**src/rtl/core/fic_ram.sv**
```systemverilog
`timescale 1ns / 1ps
module fic_ram #(
  parameter int WIDTH = 8,
  parameter int DEPTH = 16,
  parameter int AW    = (DEPTH > 1) ? $clog2(DEPTH) : 1
) (
  input  logic             clk,
  input  logic             we,
  input  logic [AW-1:0]    waddr,
  input  logic [WIDTH-1:0] wdata,
  input  logic [AW-1:0]    raddr,
  output logic [WIDTH-1:0] rdata
);

  logic [WIDTH-1:0] mem [DEPTH];
  logic [WIDTH-1:0] rdata_r;

  always_ff @(posedge clk) begin
    if (we) begin
      mem[waddr] <= wdata;
    end
    rdata_r <= mem[raddr];
  end

  assign rdata = rdata_r;

endmodule

```
**config.mk**
```make
export PLATFORM = sky130hd
export DESIGN_NAME = fic_ram
export DESIGN_NICKNAME = d
export VERILOG_FILES = /design/src/rtl/core/fic_ram.sv
export SDC_FILE = /design/constraint.sdc
export NUM_CORES = 1
export LEC_CHECK = 0
export BUFFER_PORTS_ARGS = -buffer_cell sky130_fd_sc_hd__buf_4
export CORE_MARGIN = 2
export CORE_UTILIZATION = 55
export CTS_BUF_LIST = sky130_fd_sc_hd__clkbuf_4
export DETAILED_ROUTE_END_ITERATION = 10
export MAX_ROUTING_LAYER = met4
export PLACE_DENSITY = 0.73
export SLEW_MARGIN = 10
export SYNTH_ARGS = -nofsm -noshare
export SYNTH_HDL_FRONTEND = slang
export SYNTH_SLANG_ARGS = --single-unit
export TNS_END_PERCENT = 100
```
**constraint.sdc**
```tcl
create_clock -name clk -period 2.6 [get_ports clk]
set_input_delay 0.78 -clock clk [delete_from_list [all_inputs] [get_ports clk]]
set_output_delay 0.78 -clock clk [all_outputs]
set_load 0.005 [all_outputs]
```
* After elaboration in Yosys (flattened, before gate mapping)
Memory sizes are Yosys's and may differ from the RTL's. A register that Yosys moved wholly into a read port is not among the register bits. Cells that the tools add are included.
Storage, ports and cells: register bits after elaboration 0, RAM bits 128, input port bits 18, logic and storage cells 3, memories kept 1
Memory list:
- mem | depth 16, width 8, read ports 1, clocked after Yosys merged registers in 1, wr ports 1, line 15 | logic [WIDTH-1:0] mem [DEPTH];
Cells by class: mux-type cells 2
Operator list (count):
- 2-to-1 mux 1 bit | 2

* Logic depth before layout (Yosys ltp)
Gate-level depths: netlist of run 1.
word-level depth 2, mapped depth 5, mapped depth without buffers 3

* Least setup slack after synthesis of run 1
Ideal clock, no wire load.
path type input-to-reg, from input port waddr[2], to memory mem[0][0], enable pin, arrival 1.890 ns, required time 2.217 ns, slack 0.327 ns, stages on the path 2, buffers on the path 0, cell sequence or3b_2 > nor3_1
RTL lines:
- from (decl) | line 9 | input logic [AW-1:0] waddr,
- to (decl) | line 15
No word-level cell before the write port.

==> results.sh, run 1 <==
export IMPL_outcome="finished clean"
export IMPL_r2r_cells=3
export IMPL_ant_nets=0
export IMPL_rsz0062_at_grt="false"
export IMPL_reg2reg_slack_ns=1.23
export IMPL_netlist_instances=229
export IMPL_synth_top_cell_area_share_pct=74.7
export IMPL_synth_avg_cell_area_sq_um=22.5
export IMPL_synth_top_area_cell="edfxtp_1"
export IMPL_syn_num_nets=247
export IMPL_synth_seq_area_share_pct=77.8
export IMPL_clk_pin_slew_worst_paths_ns=0.12
export IMPL_slew_viol_final=0
export IMPL_synth_top_family_by_area="multiplexers"
export IMPL_tightest_slew_ns=0.599
export IMPL_setup_viol=0
export IMPL_drive_above_1_share_pct=31.9
export IMPL_place_congestion=0.790
export IMPL_reg2reg_to="rdata[6]$_DFF_P_"
export IMPL_p_leak_nw=2.00
export IMPL_synthAdderAreaFrac_pct=0
export IMPL_syn_area_sq_um=5150
export IMPL_n_antenna_cell=0
export IMPL_crit_slowest_cell="mux4_1"
export IMPL_die_area_sq_um=10100
export IMPL_critPathMaxStageDelay_ns=0.55
export IMPL_synthSimpleGateAreaFrac_pct=3.18
export IMPL_grt_pass1_wl_mm=14.0
export IMPL_skew_ns=0.0177
export IMPL_grt_pass1_vias=2363
export IMPL_tritoncts="done"
export IMPL_post_cts_resized=0
export IMPL_drv_cap=0
export IMPL_max_freq_ghz=0.547
export IMPL_initial_core_util_pct=56.2
export IMPL_track_usage_pct=20.9
export IMPL_cts_root_buf="clkbuf_4"
export IMPL_core_sq_um=9150
export IMPL_peakVddDrop_mv=0.317
export IMPL_drt_first_pass_iters=4
export IMPL_postCtsSetupRepairBufs=0
export IMPL_die_w_microns=101
export IMPL_finalNetCount=300
export IMPL_tns_ns=0
export IMPL_overflow=0
export IMPL_areaGrowthSynthToFinish_pct=14.5
export IMPL_wl_per_cell_microns=22.9
export IMPL_worst_setup_path_start_kind="primary input"
export IMPL_n_fill_cell=611
export IMPL_final_area_sq_um=5890
export IMPL_fin_crit_ns=1.83
export IMPL_drc=0
export IMPL_ys_flop_type="edfxtp_1"
export IMPL_reg2reg_from="mem[3][6]$_DFFE_PP_"
export IMPL_clk_latency_ns=0.51
export IMPL_path_class="primary input to flop"
export IMPL_endpoint_kind="flop"
export IMPL_crit_required_ns=3.00
export IMPL_worstPathCellList="buf_4 -> buf_12 -> mux4_1 -> a22oi_1 -> nand2_1"
export IMPL_portBuffers=25
export IMPL_crit_cells=5
export IMPL_drt_wl_total_mm=9.32
export IMPL_clock_sinks=136
export IMPL_synthMuxAreaShare_pct=15.0
export IMPL_cp_endpoint="rdata[1]$_DFF_P_"
export IMPL_seq_area_sq_um=4000
export IMPL_synth_area_leaders="edfxtp_1, mux4_2, mux4_1"
export IMPL_dr_total_vias=2430
export IMPL_min_path_type="primary input to flop"
export IMPL_yosysUniqueCellTypes=19
export IMPL_holdWs_ns=0.570
export IMPL_rows=35
export IMPL_antenna_found_initial=0
export IMPL_post_route_period_util_pct=70.3
export IMPL_hold_viol_final=0
export IMPL_grt_max_degree=33
export IMPL_cts_path_max_buffers=2
export IMPL_synth_xor_area_share_pct=0
export IMPL_postCtsHoldBufs=0
export IMPL_post_synth_top_count_cell="edfxtp_1"
export IMPL_max_slew_margin_pct=59.9
export IMPL_die_y_microns=101
export IMPL_placed_area_sq_um=5540
export IMPL_cp_top_family="multiplexers"
export IMPL_cts_htree_levels=4
export IMPL_dp_hpwl_mm=5.91
export IMPL_yosysWarnings=0
export IMPL_vias_per_cell=5.99
export IMPL_multi_input_area_sq_um=1060
export IMPL_numCtsBuffers=17
export IMPL_ios=26
export IMPL_crit_start="raddr[0]"
export IMPL_power_density_nw_per_um2=731
export IMPL_worstPathMaxFanout=17
export IMPL_crit_arrival_ns=2.23
export IMPL_worst_path_buf_inv=2
export IMPL_synth_commonest_cells="edfxtp_1, mux4_2, a22oi_1"
export IMPL_drtIter0Drc=178
export IMPL_synth_compound_area_share_pct=2.33
export IMPL_synth_seq_cells=136
export IMPL_async_reset_ff_share_pct=0
export IMPL_synth_edf_count=128
-- cell usage in the layout (no fill, tap or decap) --
cell type   Yosys  final
nand2b_1        2      2
edfxtp_1      128    128
buf_12          0      1
a22oi_1        16     16
buf_4           1     43
and2b_1         1      1
or3b_2          1      1
nand2_1         9      9
clkinv_2        0      2
mux4_2         18     18
nand3_1         1      1
clkbuf_4        0     17
nor2b_1         1      1
clkinv_1        0      1
clkinvlp_4      0      2
bufinv_16       0      5
nor3_1          4      4
inv_6           0      3
and2_1          1      1
nor2_1         13     13
clkinv_4        0      2
nand3b_1        2      2
mux4_1         14     14
dfxtp_1         8      8
-- per-stage QoR --
step	utilization [%]	power, mW	worst slack, ns	instances
after floorplan	-	2.63	0.327	229
after global placement	60.6	2.74	0.262	374
after detailed placement	60.6	2.75	0.254	374
after CTS	64.4	4.34	0.732	406
after global routing	64.4	4.45	0.726	406
final	64.4	4.31	0.771	406
-- state kept, by name (all words and copies together), names as in the netlist --
register	count
rdata	8
mem	128
-- routing by layer --
layer / global-route usage, % / vias to the layer above / share of wire (%)
met3: 5.34 / 16 / 5.3
met1: 26.1 / 1237 / 41
met4: 9.06 / 0 / 1.8
met5: - / - / 0
li1: - / 1083 / -
met2: 32.6 / 94 / 51
-- area by class of cell --
| class | count | area share (%) |
|---|---|---|
| Clock buffer | 17 | 2.17 |
| Clock inverter | 15 | 3.78 |
| Multi-Input combinational cell | 83 | 17.9 |
| Sequential cell | 136 | 67.9 |
| Tap cell | 111 | 2.36 |
| Timing Repair Buffer | 44 | 5.82 |
-- report_power, final --
part	internal [mW]	switching, mW
clock network	0.865	0.744
logic	0.112	0.123
registers	2.45	0.0165
-- worst reg2reg max path, stage by stage (launching register included) --
cell	delay, ns
edfxtp_1	0.40
mux4_2	0.50
a22oi_1	0.26
nand2_1	0.11
-- kinds of logic after synthesis --
logic type | count (synthesis)
AO/OA/AOI/OAI | 16
AND/OR/NAND/NOR | 35
flip-flops | 136
buffers and inverters | 10
multiplexers | 32
-- worst min-delay path by stage --
| stage | startpoint | endpoint | cells after the start |
|---|---|---|---|
| 2_1_floorplan | mem[7][0]$_DFFE_PP_ | rdata[0]$_DFF_P_ | 3 |
| 3_3_place_gp | mem[14][1]$_DFFE_PP_ | rdata[1]$_DFF_P_ | 3 |
| 3_5_place_dp | mem[11][5]$_DFFE_PP_ | rdata[5]$_DFF_P_ | 3 |
| 4_1_cts | wdata[6] | mem[9][6]$_DFFE_PP_ | 1 |
| 5_1_grt | wdata[2] | mem[12][2]$_DFFE_PP_ | 1 |
| 6_report | wdata[2] | mem[13][2]$_DFFE_PP_ | 1 |
No activity file was read; power rests on OpenSTA's default activity.
==> run 2: changes to the inputs <==
==> constraint.sdc (replaced) <==
create_clock -name clk -period 1.7 [get_ports clk]
set_input_delay 0.51 -clock clk [delete_from_list [all_inputs] [get_ports clk]]
set_output_delay 0.51 -clock clk [all_outputs]
set_load 0.005 [all_outputs]
==> results.sh, run 2 (same netlist as run 1, synthesis figures left out) <==
export IMPL_tritoncts="done"
export IMPL_dr_total_vias=2401
export IMPL_areaGrowthSynthToFinish_pct=17.0
export IMPL_drt_first_pass_iters=4
export IMPL_power_density_nw_per_um2=1100
export IMPL_drtIter0Drc=144
export IMPL_drc=0
export IMPL_grt_pass1_vias=2538
export IMPL_worstPathMaxFanout=1
export IMPL_final_area_sq_um=6020
export IMPL_portBuffers=25
export IMPL_antenna_found_initial=0
export IMPL_p_leak_nw=2.08
export IMPL_dp_cells=385
export IMPL_final_common_cell="edfxtp_1"
export IMPL_fin_crit_ns=1.52
export IMPL_outcome="finished clean"
export IMPL_hp_start="wdata[4]"
export IMPL_clock_sinks=136
export IMPL_max_freq_ghz=0.659
export IMPL_peakVddDrop_mv=0.532
export IMPL_cts_path_max_buffers=2
export IMPL_final_util_pct=65.8
export IMPL_place_ws_ns=-0.230
export IMPL_top_register="mem"
export IMPL_post_cts_resized=0
export IMPL_setup_ws_ns=0.183
export IMPL_cts_htree_levels=4
export IMPL_ios=26
export IMPL_place_congestion=0.802
export IMPL_grt_max_degree=22
export IMPL_ant_nets=0
export IMPL_path_class="flop to primary output"
export IMPL_numCtsBuffers=17
export IMPL_vias_per_cell=5.76
export IMPL_reg2reg_from="mem[4][1]$_DFFE_PP_"
export IMPL_initial_core_util_pct=56.2
export IMPL_drive_above_1_share_pct=35.6
export IMPL_p_int_mw=5.28
export IMPL_die_area_sq_um=10100
export IMPL_setup_viol=0
export IMPL_largest_reg_flops=128
export IMPL_crit_required_ns=1.19
export IMPL_finalNetCount=311
export IMPL_worst_setup_path_start_kind="flop"
export IMPL_wl_met2_mm=4.52
export IMPL_p_sw_share_pct=20.0
export IMPL_rsz0062_at_grt="false"
export IMPL_pwr_share_seq_pct=57.0
export IMPL_placed_area_sq_um=5680
export IMPL_drv_cap=0
export IMPL_wl_per_cell_microns=21.8
export IMPL_final_cell_mix="edfxtp_1, buf_4, clkbuf_4"
export IMPL_worstPathCellList="buf_4"
export IMPL_rows=35
export IMPL_die_w_microns=101
export IMPL_track_usage_pct=20.3
export IMPL_endpoint_kind="primary output"
export IMPL_reg2reg_slack_ns=0.33
export IMPL_n_antenna_cell=0
export IMPL_core_sq_um=9150
export IMPL_hold_depth=1
export IMPL_worst_path_buf_inv=1
export IMPL_cts_root_buf="clkbuf_4"
export IMPL_crit_slowest_cell="dfxtp_1"
export IMPL_cp_top_family="flip-flops"
export IMPL_r2r_cells=3
export IMPL_min_path_type="primary input to flop"
export IMPL_reg2reg_to="rdata[1]$_DFF_P_"
export IMPL_skew_ns=0.0149
export IMPL_hold_viol_final=0
export IMPL_topRoutingLayerUsed="met4"
export IMPL_worstHoldEndpoint="mem[7][4]$_DFFE_PP_"
export IMPL_die_y_microns=101
export IMPL_crit_arrival_ns=1.01
export IMPL_stdcell_count=417
export IMPL_post_route_period_util_pct=89.2
export IMPL_combPwrFrac_pct=5.9
export IMPL_critPathMaxStageDelay_ns=0.38
export IMPL_power_switching_mw=1.32
export IMPL_drt_wl_total_mm=9.08
export IMPL_max_slew_margin_pct=52.8
export IMPL_postCtsHoldBufs=0
export IMPL_dp_hpwl_mm=6.06
export IMPL_clkPwrFrac_pct=37.1
export IMPL_overflow=0
export IMPL_drt_met1_wl_mm=3.99
export IMPL_routed_wl_met3_microns=435
export IMPL_postCtsSetupRepairBufs=0
export IMPL_tightest_slew_ns=0.706
export IMPL_slew_viol_final=0
export IMPL_clk_latency_ns=0.51
export IMPL_clk_pin_slew_worst_paths_ns=0.11
export IMPL_grt_pass1_wl_mm=14.0
-- run 2: cell types whose count changed in the layout (fill, tap and decap cells not counted) --
cell and change:
buf_12 +3, clkinv_1 -1, buf_4 +8, clkinv_2 +3, nor3_1 -3, nor3_2 +3
clkinvlp_4 -2, clkbuf_4 +2, inv_6 -2
-- run 2: layer usage --
metal | up-vias | global-route usage (%)
li1 | 1106 | -
met1 | 1216 | 26.4
met2 | 66 | 31.5
met3 | 13 | 4.85
met4 | 0 | 8.22
met5 | - | -
-- run 2: layout make-up --
cell class / count / area [sq um]
flip-flops and latches: 136 / 4000
fillers: 598 / 3130
multi-input cells: 83 / 1070
repair buffers: 55 / 463
clock inverters: 13 / 201
clock buffers: 19 / 143
well taps: 111 / 139
-- run 2: worst max path at each step --
stage	depth (start not counted)	from	slack [ns]	end
2_1_floorplan	2	waddr[2]	-0.08	mem[3][0]$_DFFE_PP_
3_3_place_gp	5	raddr[0]	-0.18	rdata[1]$_DFF_P_
3_5_place_dp	5	raddr[0]	-0.23	rdata[1]$_DFF_P_
4_1_cts	1	rdata[4]$_DFF_P_	0.14	rdata[4]
5_1_grt	1	rdata[2]$_DFF_P_	0.13	rdata[2]
6_report	1	rdata[4]$_DFF_P_	0.18	rdata[4]
-- run 2: power by group through the flow --
stage | clock network, mW | logic, mW | registers [mW]
2_1_floorplan | 0 | 0.191 | 3.84
3_3_place_gp | 0 | 0.380 | 3.84
3_5_place_dp | 0 | 0.392 | 3.84
4_1_cts | 2.49 | 0.394 | 3.77
5_1_grt | 2.63 | 0.420 | 3.77
6_report | 2.45 | 0.388 | 3.77
-- run 2: stage by stage --
stage	power, mW	hold slack, ns	setup TNS (ns)
2_1_floorplan	4.03	0.609	-2.30
3_5_place_dp	4.24	0.672	-3.31
3_3_place_gp	4.22	0.655	-2.62
6_report	6.60	0.307	0
4_1_cts	6.65	0.278	0
5_1_grt	6.83	0.274	0
==> run 3: changes to the inputs <==
--- a/config.mk
+++ b/config.mk
@@ -12,6 +12,7 @@
 export DETAILED_ROUTE_END_ITERATION = 10
 export MAX_ROUTING_LAYER = met4
 export PLACE_DENSITY = 0.73
+export SETUP_SLACK_MARGIN = 0.4
 export SLEW_MARGIN = 10
 export SYNTH_ARGS = -nofsm -noshare
 export SYNTH_HDL_FRONTEND = slang
==> results.sh, run 3 (same netlist as run 1, synthesis figures left out) <==
export IMPL_drtIter0Drc=199
export IMPL_reg2reg_slack_ns=0.42
export IMPL_final_cell_mix="edfxtp_1, buf_4, mux4_2"
export IMPL_cts_path_max_buffers=2
export IMPL_crit_required_ns=1.19
export IMPL_dp_cells=378
export IMPL_numCtsBuffers=17
export IMPL_rsz0062_at_grt="true"
export IMPL_overflow=0
export IMPL_worstPathCellList="buf_6"
export IMPL_clock_sinks=136
export IMPL_critPathMaxStageDelay_ns=0.35
export IMPL_cts_htree_levels=4
export IMPL_worst_setup_path_start_kind="flop"
export IMPL_outcome="finished clean"
export IMPL_crit_slowest_cell="dfxtp_2"
export IMPL_initial_core_util_pct=56.2
export IMPL_grt_pass1_vias=2474
export IMPL_placed_area_sq_um=5770
export IMPL_clk_latency_ns=0.51
export IMPL_stdcell_count=413
export IMPL_grt_pass1_wl_mm=14.1
export IMPL_peakVddDrop_mv=0.442
export IMPL_ios=26
export IMPL_largest_reg_flops=128
export IMPL_place_congestion=0.719
export IMPL_path_class="flop to primary output"
export IMPL_tns_ns=0
export IMPL_drt_wl_total_mm=9.46
export IMPL_p_leak_nw=1.99
export IMPL_grt_max_degree=21
export IMPL_vias_per_cell=5.96
export IMPL_die_area_sq_um=10100
export IMPL_cp_top_family="flip-flops"
export IMPL_skew_ns=0.0187
export IMPL_drt_first_pass_iters=4
export IMPL_top_register="mem"
export IMPL_min_path_type="primary input to flop"
export IMPL_hold_viol_final=0
export IMPL_setup_viol=0
export IMPL_dp_hpwl_mm=6.09
export IMPL_fin_crit_ns=1.46
export IMPL_worstPathMaxFanout=1
export IMPL_areaGrowthSynthToFinish_pct=19.1
export IMPL_track_usage_pct=20.9
export IMPL_antenna_found_initial=0
export IMPL_final_area_sq_um=6130
export IMPL_n_antenna_cell=0
export IMPL_drv_cap=0
export IMPL_worst_path_buf_inv=1
export IMPL_post_route_period_util_pct=86.0
export IMPL_finalNetCount=307
export IMPL_endpoint_kind="primary output"
export IMPL_max_freq_ghz=0.684
export IMPL_drc=0
export IMPL_power_density_nw_per_um2=998
export IMPL_tritoncts="done"
export IMPL_wl_per_cell_microns=22.9
export IMPL_portBuffers=25
export IMPL_cts_root_buf="clkbuf_4"
export IMPL_max_slew_margin_pct=38.3
export IMPL_die_w_microns=101
export IMPL_ant_nets=0
export IMPL_clk_pin_slew_worst_paths_ns=0.13
export IMPL_final_common_cell="edfxtp_1"
export IMPL_core_sq_um=9150
export IMPL_tightest_slew_ns=0.922
export IMPL_crit_arrival_ns=0.95
export IMPL_drive_above_1_share_pct=48.7
export IMPL_rows=35
export IMPL_dr_total_vias=2461
export IMPL_slew_viol_final=0
export IMPL_postCtsHoldBufs=0
export IMPL_die_y_microns=101
## run 3: through the flow
step	setup slack [ns]	hold slack [ns]	util (%)	total power, mW
2_1_floorplan	0.0870	0.609	-	4.06
3_3_place_gp	-0.117	0.658	63.1	4.25
3_5_place_dp	-0.139	0.662	63.1	4.26
4_1_cts	0.181	0.247	66.5	6.15
5_1_grt	0.186	0.259	67.0	6.31
6_report	0.237	0.296	67.0	6.12
## run 3: path summary, 6_finish.rpt
path	start	endpoint	cells after the start
min	wdata[4]	mem[10][4]$_DFFE_PP_	1
max reg2reg	mem[1][4]$_DFFE_PP_	rdata[4]$_DFF_P_	3
min reg2reg	mem[12][2]$_DFFE_PP_	rdata[2]$_DFF_P_	3
max	rdata[6]$_DFF_P_	rdata[6]	1
## run 3: timing repair
item,in CTS,in global routing
setup buffers,0,3
hold endpoints to repair,0,0
setup endpoints to repair,13,24
pin swaps,1,3
resized for setup,16,4
## run 3: area by class of cell
| type | count | area, sq um |
|---|---|---|
| clock buffers | 18 | 135 |
| clock inverters | 14 | 129 |
| fillers | 585 | 3020 |
| multi-input cells | 83 | 1160 |
| flip-flops and latches | 136 | 4010 |
| well taps | 111 | 139 |
| repair buffers | 51 | 556 |
## run 3: where the power goes
part	switching [mW]	total (mW)	internal (mW)
combinational	0.218	0.439	0.222
clock	1.16	1.91	0.746
sequential	0.0269	3.77	3.75
## run 3: routing by layer
| layer | part of all wire, % | global-route usage, % | vias up |
|---|---|---|---|
| met2 | 50 | 31.1 | 75 |
| met5 | 0 | - | - |
| met3 | 4.4 | 4.58 | 14 |
| met4 | 1.4 | 9.48 | 0 |
| met1 | 44 | 28.2 | 1290 |
| li1 | - | - | 1082 |
