## config.mk

```make
export PLATFORM = sky130hd
export DESIGN_NAME = fic_cell
export DESIGN_NICKNAME = d
export VERILOG_FILES = /design/src/rtl/core/fic_pkg.sv /design/src/rtl/core/fic_cell.sv
export SDC_FILE = /design/constraint.sdc
export NUM_CORES = 1
export LEC_CHECK = 0
export ABC_CLOCK_PERIOD_IN_PS = 1300
export BUFFER_PORTS_ARGS = -buffer_cell sky130_fd_sc_hd__buf_2
export CAP_MARGIN = 40
export CORE_AREA = 2 2 39 41
export DETAILED_ROUTE_END_ITERATION = 8
export DIE_AREA = 0 0 41 43
export PLACE_DENSITY_LB_ADDON = 0.08
export SLEW_MARGIN = 0
export SYNTH_ARGS = -nofsm -noshare
export SYNTH_HDL_FRONTEND = slang
export SYNTH_SLANG_ARGS = --single-unit
```

## constraint.sdc

```tcl
create_clock -name clk -period 1.3 [get_ports clk]
set_input_delay 0.26 -clock clk [delete_from_list [all_inputs] [get_ports clk]]
set_output_delay 0.26 -clock clk [all_outputs]
set_load 0.01 [all_outputs]
```

## src/rtl/core/fic_pkg.sv

```systemverilog
`timescale 1ns / 1ps
package fic_pkg;

  localparam int CHANNELS       = 6;
  localparam int OPS            = 4;
  localparam int FIELDS         = 10;
  localparam int REC_LEN        = 42;
  localparam int BYTE_W         = 7;
  localparam int PACK_W         = 178;
  localparam int TAG_W          = 16;
  localparam int TABLE_DEPTH_DEF = 256;

  localparam logic [7:0] REG_DAC    = 8'h2b;
  localparam logic [7:0] REG_KEY    = 8'h28;
  localparam logic [7:0] REG_LO     = 8'h30;
  localparam logic [7:0] REG_HI     = 8'hb3;
  localparam logic [6:0] TL_QUIET   = 7'h7e;

  localparam logic [2:0] ST_NONE    = 3'd0;
  localparam logic [2:0] ST_NEW     = 3'd1;
  localparam logic [2:0] ST_KNOWN   = 3'd2;
  localparam logic [2:0] ST_SILENT  = 3'd3;
  localparam logic [2:0] ST_FULL    = 3'd4;

  // field slots inside one operator
  localparam int F_MUL = 0;
  localparam int F_DT  = 1;
  localparam int F_TL  = 2;
  localparam int F_RS  = 3;
  localparam int F_AR  = 4;
  localparam int F_D1  = 5;
  localparam int F_D2  = 6;
  localparam int F_RR  = 7;
  localparam int F_SL  = 8;
  localparam int F_SSG = 9;

  typedef logic [REC_LEN-1:0][BYTE_W-1:0] rec_t;

  typedef enum logic [2:0] {
    S_IDLE,
    S_RD,
    S_CMP,
    S_HOLD,
    S_EMIT
  } state_t;

  // stored width of each operator field
  function automatic int fld_w(input int f);
    case (f)
      F_MUL:   fld_w = 4;
      F_DT:    fld_w = 3;
      F_TL:    fld_w = 7;
      F_RS:    fld_w = 2;
      F_AR:    fld_w = 5;
      F_D1:    fld_w = 5;
      F_D2:    fld_w = 5;
      default: fld_w = 4;
    endcase
  endfunction

  // detune code to record value (offset by 3)
  function automatic logic [BYTE_W-1:0] dt_map(input logic [2:0] c);
    case (c)
      3'd0:    dt_map = 7'd3;
      3'd1:    dt_map = 7'd4;
      3'd2:    dt_map = 7'd5;
      3'd3:    dt_map = 7'd6;
      3'd4:    dt_map = 7'd3;
      3'd5:    dt_map = 7'd2;
      3'd6:    dt_map = 7'd1;
      default: dt_map = 7'd0;
    endcase
  endfunction

  // squeeze a record into its meaningful bits
  function automatic logic [PACK_W-1:0] rec_pack(input rec_t r);
    int pos;
    rec_pack = '0;
    pos = 0;
    for (int b = 0; b < 3; b++) begin
      rec_pack[pos] = r[0][b];
      pos++;
    end
    for (int b = 0; b < 3; b++) begin
      rec_pack[pos] = r[1][b];
      pos++;
    end
    for (int o = 0; o < OPS; o++) begin
      for (int f = 0; f < FIELDS; f++) begin
        for (int b = 0; b < BYTE_W; b++) begin
          if (b < fld_w(f)) begin
            rec_pack[pos] = r[2 + o * FIELDS + f][b];
            pos++;
          end
        end
      end
    end
  endfunction

endpackage

```

## src/rtl/core/fic_cell.sv

```systemverilog
`timescale 1ns / 1ps
module fic_cell (
  input  logic                      clk,
  input  logic                      load,
  input  logic                      shift,
  input  logic [fic_pkg::BYTE_W-1:0] load_val,
  input  logic [fic_pkg::BYTE_W-1:0] shift_in,
  output logic [fic_pkg::BYTE_W-1:0] q
);

  logic [fic_pkg::BYTE_W-1:0] q_r;

  // one record byte; shifts toward the output end
  always_ff @(posedge clk) begin
    if (load) begin
      q_r <= load_val;
    end else if (shift) begin
      q_r <= shift_in;
    end
  end

  assign q = q_r;

endmodule

```

Yosys cells after proc, flatten, opt, wreduce, memory -nomap -nowiden
Index checks and enable logic that the tools add are counted.
- register bits: 7
- input port bits: 17
- word-level logic and storage cells: 4
- mux-type cells: 2
- reductions and logical operators: 1
- operators with widths (kind ; count):
    $mux 7 ; 2
    $reduce_bool 2->1 ; 1

Depth between registers and ports, before layout
Gate-level depths: netlist (run 1).
- word-level depth: 2
- depth in mapped cells: 2
- depth with buffers taken out: 1

Worst setup path after synthesis (run 1)
Ideal clock, no wire load.
- path kind: input to register
- start: input port load
- end: register q_r (netlist bit q[0]), enable pin
- arrival: 0.693 ns
- required time: 1.022 ns
- slack: 0.328 ns
- stages on the path: 2
- buffers on the path: 1
- path through: buf_6 > or2_1
- cells in the longest elaborated chain, start to end: 1
- RTL lines (element ; RTL line ; source):
    from (decl) ; fic_cell.sv:4 ; input logic load,
    $reduce_bool 2->1 (no line) ; n/a ;
    to (signal assigned) ; fic_cell.sv:16 ; q_r <= load_val;
    to (signal assigned) ; fic_cell.sv:18 ; q_r <= shift_in;
    to (decl) ; fic_cell.sv:11 ; logic [fic_pkg::BYTE_W-1:0] q_r;
Every way passes these cells.
A chain may end at the register's enable or synchronous reset.

Worst setup path after layout (run 1)
- start: register q_r (netlist bit q[4])
- end: output port q[4] (netlist name)
- RTL lines (element ; RTL line ; source):
    to (decl) ; fic_cell.sv:8 ; output logic [fic_pkg::BYTE_W-1:0] q
No word-level cell between the ends.

==> results of run 1 <==
[routing by layer]
layer	up-vias	GRT usage [%]	routed length (um)
li1	112	-	-
met1	89	7.36	195
met2	22	10.0	223
met3	5	1.57	76
met4	0	14.0	46
met5	-	0	0
[cell type report]
cell class	count	area [um^2]
multi-input cells	8	111
flip-flops and latches	7	210
repair buffers	23	115
clock buffers	4	26.3
fillers	163	901
well taps	16	20.0
[logic make-up (layout without fill, tap and decap cells)]
| group | count (synthesis) | in the layout | synth area share [%] |
|---|---|---|---|
| buf+inv | 1 | 27 | 3.38 |
| flops | 7 | 7 | 63.2 |
| simple gates | 1 | 1 | 1.88 |
| mux | 7 | 7 | 31.6 |
[metrics by stage]
step	util, %	hold slack, ps	instance area, um^2	setup WS, ps	power, mW
after floorplan	-	477	333	328	0.342
after global placement	33.0	565	457	188	0.385
after detailed placement	33.0	564	457	161	0.386
after CTS	34.9	301	483	277	0.581
after global routing	34.9	300	483	248	0.604
final	34.9	309	483	292	0.571
[synthesized netlist by cell type, drive strengths merged]
| cell | number | share of area (%) |
|---|---|---|
| edfxtp | 7 | 63 |
| mux2 | 7 | 32 |
| buf | 1 | 3.4 |
| or2 | 1 | 1.9 |
[power groups by stage]
stage               Sequential [mW]  Combinational [mW]  Clock (mW)
floorplan                     0.302              0.0395           0
global placement              0.286              0.0993           0
detailed placement            0.287              0.0995           0
CTS                           0.283              0.0995       0.199
global route                  0.284               0.108       0.212
finish                        0.282              0.0978       0.191
[worst paths after layout]
kind	start	endpoint	slack (ps)	cells after the start
worst max-delay path	q[4]$_DFFE_PP_	q[4]	290	1
worst min-delay path	load_val[3]	q[3]$_DFFE_PP_	310	2
==> flow_summary.json, run 1 <==
{
  "period_needed_ps": 1010,
  "die-width_um": 41,
  "hold_viol": 0,
  "netlist_instances": 16,
  "netSwitchingFraction_pct": 20.7,
  "switchingPower_mw": 0.118,
  "drtIter0Drc": 0,
  "synth_seq_cells": 7,
  "grt-ovfl-total": 0,
  "routedWlPerCell_um": 9.34,
  "crit_buf_inv": 1,
  "worst-path-max-fanout": 1,
  "gp_congestion": 0.680,
  "ant_nets": 0,
  "tightest_slew_ps": 275,
  "avgSynthCellArea_um2": 20.8,
  "cts.sinks": 7,
  "p_clk_share_pct": 33.5,
  "grt_pass1_vias": 230,
  "grt_pass1_wl_um": 814,
  "setup_viol": 0,
  "clockRootBuffer": "clkbuf_4",
  "drc": 0,
  "port-buffer-count": 23,
  "synthToLayoutAreaGrowth_pct": 45.1,
  "die_area_mm2": 0.00176,
  "p_leak_nw": 0.236,
  "max-cap-violations": 0,
  "max_freq_mhz": 992,
  "outcome": "finished, final reports clean",
  "core-area_mm2": 0.00138,
  "max_stage_delay_ps": 360,
  "slew_headroom_pct": 81.7,
  "drive_above_1_share_pct": 78.6,
  "syn_nets": 33,
  "cts_tree": "done",
  "pwr-share-seq_pct": 49.4,
  "crit_family": "flip-flops",
  "groute.usage.overall_pct": 7.93,
  "worstPathCellList": "buf_2",
  "max-clock-path-buffers": 2,
  "drv_slew": 0,
  "synth_area_um2": 333,
  "io_pins": 24,
  "antenna-diode-count": 0,
  "grt_setup_unrepaired": "false",
  "layout_commonest_cell": "buf_2",
  "cts_setup_buffers": 0,
  "ys_seq_area_share_pct": 63.2,
  "p_per_area_mw_per_mm2": 1180,
  "drt-total-wl_um": 542,
  "min_path_type": "input port to flop",
  "tns_ps": 0,
  "ctsResizeCount": 0,
  "power.internal_mw": 0.453,
  "synth_warnings": 0,
  "cp.required_ps": 1040,
  "antenna_found_initial": 0,
  "vias": 228,
  "cp_slowest_cell": "edfxtp_1",
  "worst_setup_path_end_kind": "output port",
  "pwr-share-comb_pct": 17.1,
  "final_cell_mix": "23 x buf_2, 7 x mux2_4, 7 x edfxtp_1",
  "cts.clk_slew.worst_paths_ps": 50,
  "yosysUniqueCellTypes": 4,
  "setup.worst_path.start_class": "flop",
  "nets": 60,
  "first_pass_iters": 1,
  "largest_reg_flops": 7,
  "viasPerCell": 3.93,
  "grt_max_degree": 9,
  "start_util_pct": 24.1,
  "rows": 14,
  "tritoncts.num_buffers": 3,
  "period_share_pct": 77.6,
  "die_h_um": 43,
  "dp.cells": 54,
  "hold_buffers": 0,
  "instances_no_fill": 58,
  "criticalPathCategory": "flop to output port",
  "htreeDepth": 1,
  "cp.arrival_ps": 750,
  "vdd_ir_drop_max_mv": 0.276
}
Note: power is estimated with default switching activity, not from simulation.
==> inputs of run 2 (changes only) <==
--- a/config.mk
+++ b/config.mk
@@ -5,7 +5,8 @@
 export SDC_FILE = /design/constraint.sdc
 export NUM_CORES = 1
 export LEC_CHECK = 0
-export ABC_CLOCK_PERIOD_IN_PS = 1300
+export ABC_AREA = 1
+export ABC_CLOCK_PERIOD_IN_PS = 1000
 export BUFFER_PORTS_ARGS = -buffer_cell sky130_fd_sc_hd__buf_2
 export CAP_MARGIN = 40
 export CORE_AREA = 2 2 39 41
==> constraint.sdc (replaced) <==
create_clock -name clk -period 1 [get_ports clk]
set_input_delay 0.2 -clock clk [delete_from_list [all_inputs] [get_ports clk]]
set_output_delay 0.2 -clock clk [all_outputs]
set_load 0.01 [all_outputs]
==> flow_summary.json, run 2 <==
{
  "fin_area_um2": 468,
  "multi_input_area_um2": 85.1,
  "first_pass_iters": 2,
  "p_per_area_mw_per_mm2": 1560,
  "worstPathCellList": "buf_2",
  "hold_path_depth": 3,
  "io_pins": 24,
  "p_leak_nw": 0.251,
  "setup.worst_path.start_class": "flop",
  "largest_reg_flops": 7,
  "worstHoldEndpoint": "q[2]$_DFFE_PP_",
  "final_cell_mix": "23 x buf_2, 21 x nand2_1, 7 x edfxtp_1",
  "crit_family": "flip-flops",
  "htreeDepth": 1,
  "drv_slew": 0,
  "port-buffer-count": 23,
  "instances_no_fill": 74,
  "vias": 278,
  "gp_congestion": 0.641,
  "synth_seq_cells": 7,
  "setup_viol": 0,
  "synth_warnings": 0,
  "drtIter0Drc": 6,
  "viasPerCell": 3.76,
  "cp.arrival_ps": 750,
  "cp_slowest_cell": "edfxtp_1",
  "yosys-top-cells-area": "edfxtp_1 68%, nand2_1 25%, buf_6 3.6%",
  "grt_max_degree": 9,
  "cts_tree": "done",
  "dp.cells": 70,
  "place_area_um2": 442,
  "drive_above_1_share_pct": 48.3,
  "groute.usage.overall_pct": 8.92,
  "tritoncts.num_buffers": 3,
  "hold_viol": 0,
  "syn_nets": 48,
  "period_needed_ps": 951,
  "slew_headroom_pct": 80.4,
  "netlist_instances": 31,
  "seqCellArea_um2": 210,
  "antenna_found_initial": 0,
  "die-width_um": 41,
  "yosysMostFrequentCell": "nand2_1",
  "max_stage_delay_ps": 360,
  "async_reset_ff_share_pct": 0,
  "cts.clk_slew.worst_paths_ps": 50,
  "drc": 0,
  "synth_area_um2": 310,
  "nFillCells": 147,
  "drt-total-wl_um": 616,
  "layout_commonest_cell": "buf_2",
  "tightest_slew_ps": 294,
  "criticalPathCategory": "flop to output port",
  "vdd_ir_drop_max_mv": 0.461,
  "worst-path-max-fanout": 1,
  "cp.required_ps": 800,
  "worstHoldStart": "shift_in[2]",
  "hpwl_um": 501,
  "yosysUniqueCellTypes": 5,
  "worst_setup_path_end_kind": "output port",
  "crit_buf_inv": 1,
  "synth_commonest_cells": "21 x nand2_1, 7 x edfxtp_1, 1 x buf_6, 1 x inv_2, 1 x or2_1",
  "avgSynthCellArea_um2": 10.0,
  "routedWlPerCell_um": 8.32,
  "hold_buffers": 0,
  "power_mw": 0.729,
  "yosys.area.top_type": "edfxtp_1",
  "core-area_mm2": 0.00138,
  "min_path_type": "input port to flop",
  "clockRootBuffer": "clkbuf_4",
  "start_util_pct": 22.4,
  "grt_pass1_vias": 264,
  "period_share_pct": 95.1,
  "synthToLayoutAreaGrowth_pct": 50.8,
  "max_freq_mhz": 1050,
  "ys.flop_type": "edfxtp_1",
  "grt_setup_unrepaired": "true",
  "synth_top_area_share_pct": 67.7,
  "max-clock-path-buffers": 2,
  "die_area_mm2": 0.00176,
  "max-cap-violations": 0,
  "ant_nets": 0,
  "cts.sinks": 7,
  "die_h_um": 43,
  "tns_ps": 0,
  "nets": 76,
  "rows": 14,
  "grt-ovfl-total": 0,
  "grt_pass1_wl_um": 972,
  "outcome": "finished, final reports clean",
  "ys_seq_area_share_pct": 67.7,
  "synth_edf_count": 7,
  "antenna-diode-count": 0
}
run 2: changes by cell type after synthesis, sizes merged:
cell,change
mux2,-7
inv,+1
nand2,+21
run 2: how the worst max path moves through the flow:
stage | end | startpoint | depth (start not counted) | slack (ps)
2_1_floorplan | q[0]$_DFFE_PP_ | load | 2 | 100
3_3_place_gp | q[1]$_DFFE_PP_ | load | 2 | 70
3_5_place_dp | q[4]$_DFFE_PP_ | load | 2 | 60
4_1_cts | q[2] | q[2]$_DFFE_PP_ | 1 | 30
5_1_grt | q[1] | q[1]$_DFFE_PP_ | 1 | -3
6_report | q[2] | q[2]$_DFFE_PP_ | 1 | 50
run 2: layout make-up:
cell class | instances | area share, %
Clock buffer | 4 | 5.61
Inverter | 1 | 0.802
Timing Repair Buffer | 24 | 26.2
Multi-Input combinational cell | 22 | 18.2
Sequential cell | 7 | 44.9
Tap cell | 16 | 4.28
run 2: what timing repair did:
item                                    in CTS  in global routing
buffers inserted                             0                  0
gates resized for setup                      0                  0
endpoints found under the setup margin       0                  1
run 2: per-stage QoR:
stage,worst slack [ps],hold WS [ps],utilization (%)
2_1_floorplan,103,379,-
3_3_place_gp,65.6,469,31.9
3_5_place_dp,62.2,467,31.9
4_1_cts,25.0,203,33.8
5_1_grt,-2.84,214,33.8
6_report,49.4,215,33.8
run 2: cell families (layout without fill, tap and decap cells):
kind of cell | count (synthesis) | count (layout) | share of synthesized area [%]
buffers and inverters | 2 | 29 | 4.84
flip-flops | 7 | 7 | 67.7
AND/OR/NAND/NOR | 22 | 22 | 27.4
run 2: report_power, final:
part	total (mW)	switching (mW)	internal (mW)	leakage, nW
sequential	0.368	0.00692	0.361	0.0721
combinational	0.114	0.0584	0.0557	0.164
clock	0.247	0.0950	0.152	0.0150
run 2: layer usage:
| metal | vias to the layer above | wire (um) | track usage [%] |
|---|---|---|---|
| li1 | 151 | - | - |
| met1 | 113 | 247 | 8.94 |
| met2 | 14 | 323 | 12.5 |
| met3 | 0 | 45 | 4.71 |
| met4 | 0 | 0 | 8.00 |
| met5 | - | 0 | 0 |
==> inputs of run 3 (changes only) <==
--- a/config.mk
+++ b/config.mk
@@ -6,13 +6,14 @@
 export NUM_CORES = 1
 export LEC_CHECK = 0
 export ABC_AREA = 1
-export ABC_CLOCK_PERIOD_IN_PS = 1000
+export ABC_CLOCK_PERIOD_IN_PS = 800
 export BUFFER_PORTS_ARGS = -buffer_cell sky130_fd_sc_hd__buf_2
 export CAP_MARGIN = 40
 export CORE_AREA = 2 2 39 41
 export DETAILED_ROUTE_END_ITERATION = 8
 export DIE_AREA = 0 0 41 43
 export PLACE_DENSITY_LB_ADDON = 0.08
+export SETUP_SLACK_MARGIN = 0.4
 export SLEW_MARGIN = 0
 export SYNTH_ARGS = -nofsm -noshare
 export SYNTH_HDL_FRONTEND = slang
==> constraint.sdc (replaced) <==
create_clock -name clk -period 0.8 [get_ports clk]
set_input_delay 0.16 -clock clk [delete_from_list [all_inputs] [get_ports clk]]
set_output_delay 0.16 -clock clk [all_outputs]
set_load 0.01 [all_outputs]
==> flow_summary.json, run 3 (synthesis gave the netlist of run 2 again) <==
{
  "outcome": "finished, violations left",
  "violations": "setup timing",
  "setup_ws_ps": -115,
  "largest_reg_flops": 7,
  "period_share_pct": 114,
  "p_leak_nw": 0.272,
  "clockRootBuffer": "clkbuf_4",
  "max_stage_delay_ps": 360,
  "dp.cells": 71,
  "worstHoldStart": "shift_in[6]",
  "grt_pass1_vias": 276,
  "worstHoldEndpoint": "q[6]$_DFFE_PP_",
  "p_per_area_mw_per_mm2": 1810,
  "final_cell_mix": "21 x buf_2, 12 x nand2_1, 8 x nand2_2",
  "viasPerCell": 3.88,
  "die-width_um": 41,
  "vias": 291,
  "cp.required_ps": 640,
  "hold_viol": 0,
  "core-area_mm2": 0.00138,
  "worst-path-max-fanout": 1,
  "drtIter0Drc": 0,
  "groute.usage.overall_pct": 10.1,
  "grt_max_degree": 8,
  "nFillCells": 143,
  "routedWlPerCell_um": 8.80,
  "worst_setup_path_end_kind": "output port",
  "gp_congestion": 0.575,
  "fin_area_um2": 529,
  "pre_cts_ws_ps": -15.6,
  "max-cap-violations": 0,
  "start_util_pct": 22.4,
  "path_depth": 1,
  "die_area_mm2": 0.00176,
  "setup_viol": 7,
  "crit_family": "flip-flops",
  "nets": 77,
  "crit_buf_inv": 1,
  "grt_setup_unrepaired": "true",
  "period_needed_ps": 915,
  "seqCellArea_um2": 210,
  "drc": 0,
  "cp.arrival_ps": 760,
  "max-clock-path-buffers": 2,
  "hpwl_um": 514,
  "grt-ovfl-total": 0,
  "drt-total-wl_um": 660,
  "ant_nets": 0,
  "slew_headroom_pct": 91.6,
  "multi_input_area_um2": 115,
  "antenna-diode-count": 0,
  "instances_no_fill": 75,
  "io_pins": 24,
  "layout_commonest_cell": "buf_2",
  "tightest_slew_ps": 125,
  "die_h_um": 43,
  "criticalPathCategory": "flop to output port",
  "place_area_um2": 452,
  "cts.clk_slew.worst_paths_ps": 50,
  "drv_slew": 0,
  "hold_path_depth": 3,
  "cp_slowest_cell": "edfxtp_1",
  "fin_hold_ws_ps": 181,
  "hold_buffers": 0,
  "port-buffer-count": 23,
  "tritoncts.num_buffers": 3,
  "first_pass_iters": 1,
  "antenna_found_initial": 0,
  "synthToLayoutAreaGrowth_pct": 70.6,
  "cts_setup_buffers": 0,
  "drive_above_1_share_pct": 66.1,
  "power_mw": 0.956,
  "cts.sinks": 7,
  "max_freq_mhz": 1090,
  "min_path_type": "input port to flop",
  "setup.worst_path.start_class": "flop",
  "rows": 14,
  "htreeDepth": 1,
  "worstPathCellList": "buf_2",
  "vdd_ir_drop_max_mv": 0.521,
  "grt_pass1_wl_mm": 1.09,
  "cts_tree": "done"
}
[run 3: changes by cell type in the layout (fill, tap and decap cells not counted)]
cell     change
nand2_1      -9
nand2_2      +8
buf_6        +3
buf_2        -2
buf_4        -1
buf_8        +1
nand2_4      +1
or2_1        -1
or2_4        +1
[run 3: where the power goes]
| group | leakage, nW | total (mW) | internal (mW) | switching, mW |
|---|---|---|---|---|
| clock network | 0.0150 | 0.318 | 0.190 | 0.128 |
| logic | 0.185 | 0.179 | 0.0926 | 0.0869 |
| registers | 0.0721 | 0.459 | 0.451 | 0.00794 |
[run 3: worst max-delay path by stage]
stage | from | endpoint | slack [ps]
final | q[6]$_DFFE_PP_ | q[6] | -120
after global routing | q[6]$_DFFE_PP_ | q[6] | -160
after CTS | q[6]$_DFFE_PP_ | q[6] | -140
after detailed placement | load | q[4]$_DFFE_PP_ | -20
after global placement | load | q[4]$_DFFE_PP_ | -10
after floorplan | load | q[0]$_DFFE_PP_ | 20
[run 3: timing repair]
action                     4_1_cts  5_1_grt
setup endpoints to repair       21       21
pin swaps                       12        4
gates resized for setup         12        4
gates cloned                     0        0
[run 3: final cells by class]
type,instances,area share (%)
multi-input cells,22,21.7
inverters,1,0.709
clock buffers,4,4.96
well taps,16,3.78
repair buffers,25,29.1
flip-flops and latches,7,39.7
[run 3: layer usage]
layer  up-vias  wire [um]  track usage, %
met5         -          0               0
met4         0          0            8.00
met3         0         59            4.71
met2        13        348            13.4
met1       125        253            11.7
li1        153          -               -
[run 3: per-stage QoR]
step	util (%)	setup TNS, ps
2_1_floorplan	-	0
3_3_place_gp	32.6	-70.8
3_5_place_dp	32.6	-108
4_1_cts	37.1	-823
5_1_grt	38.2	-1040
6_report	38.2	-702
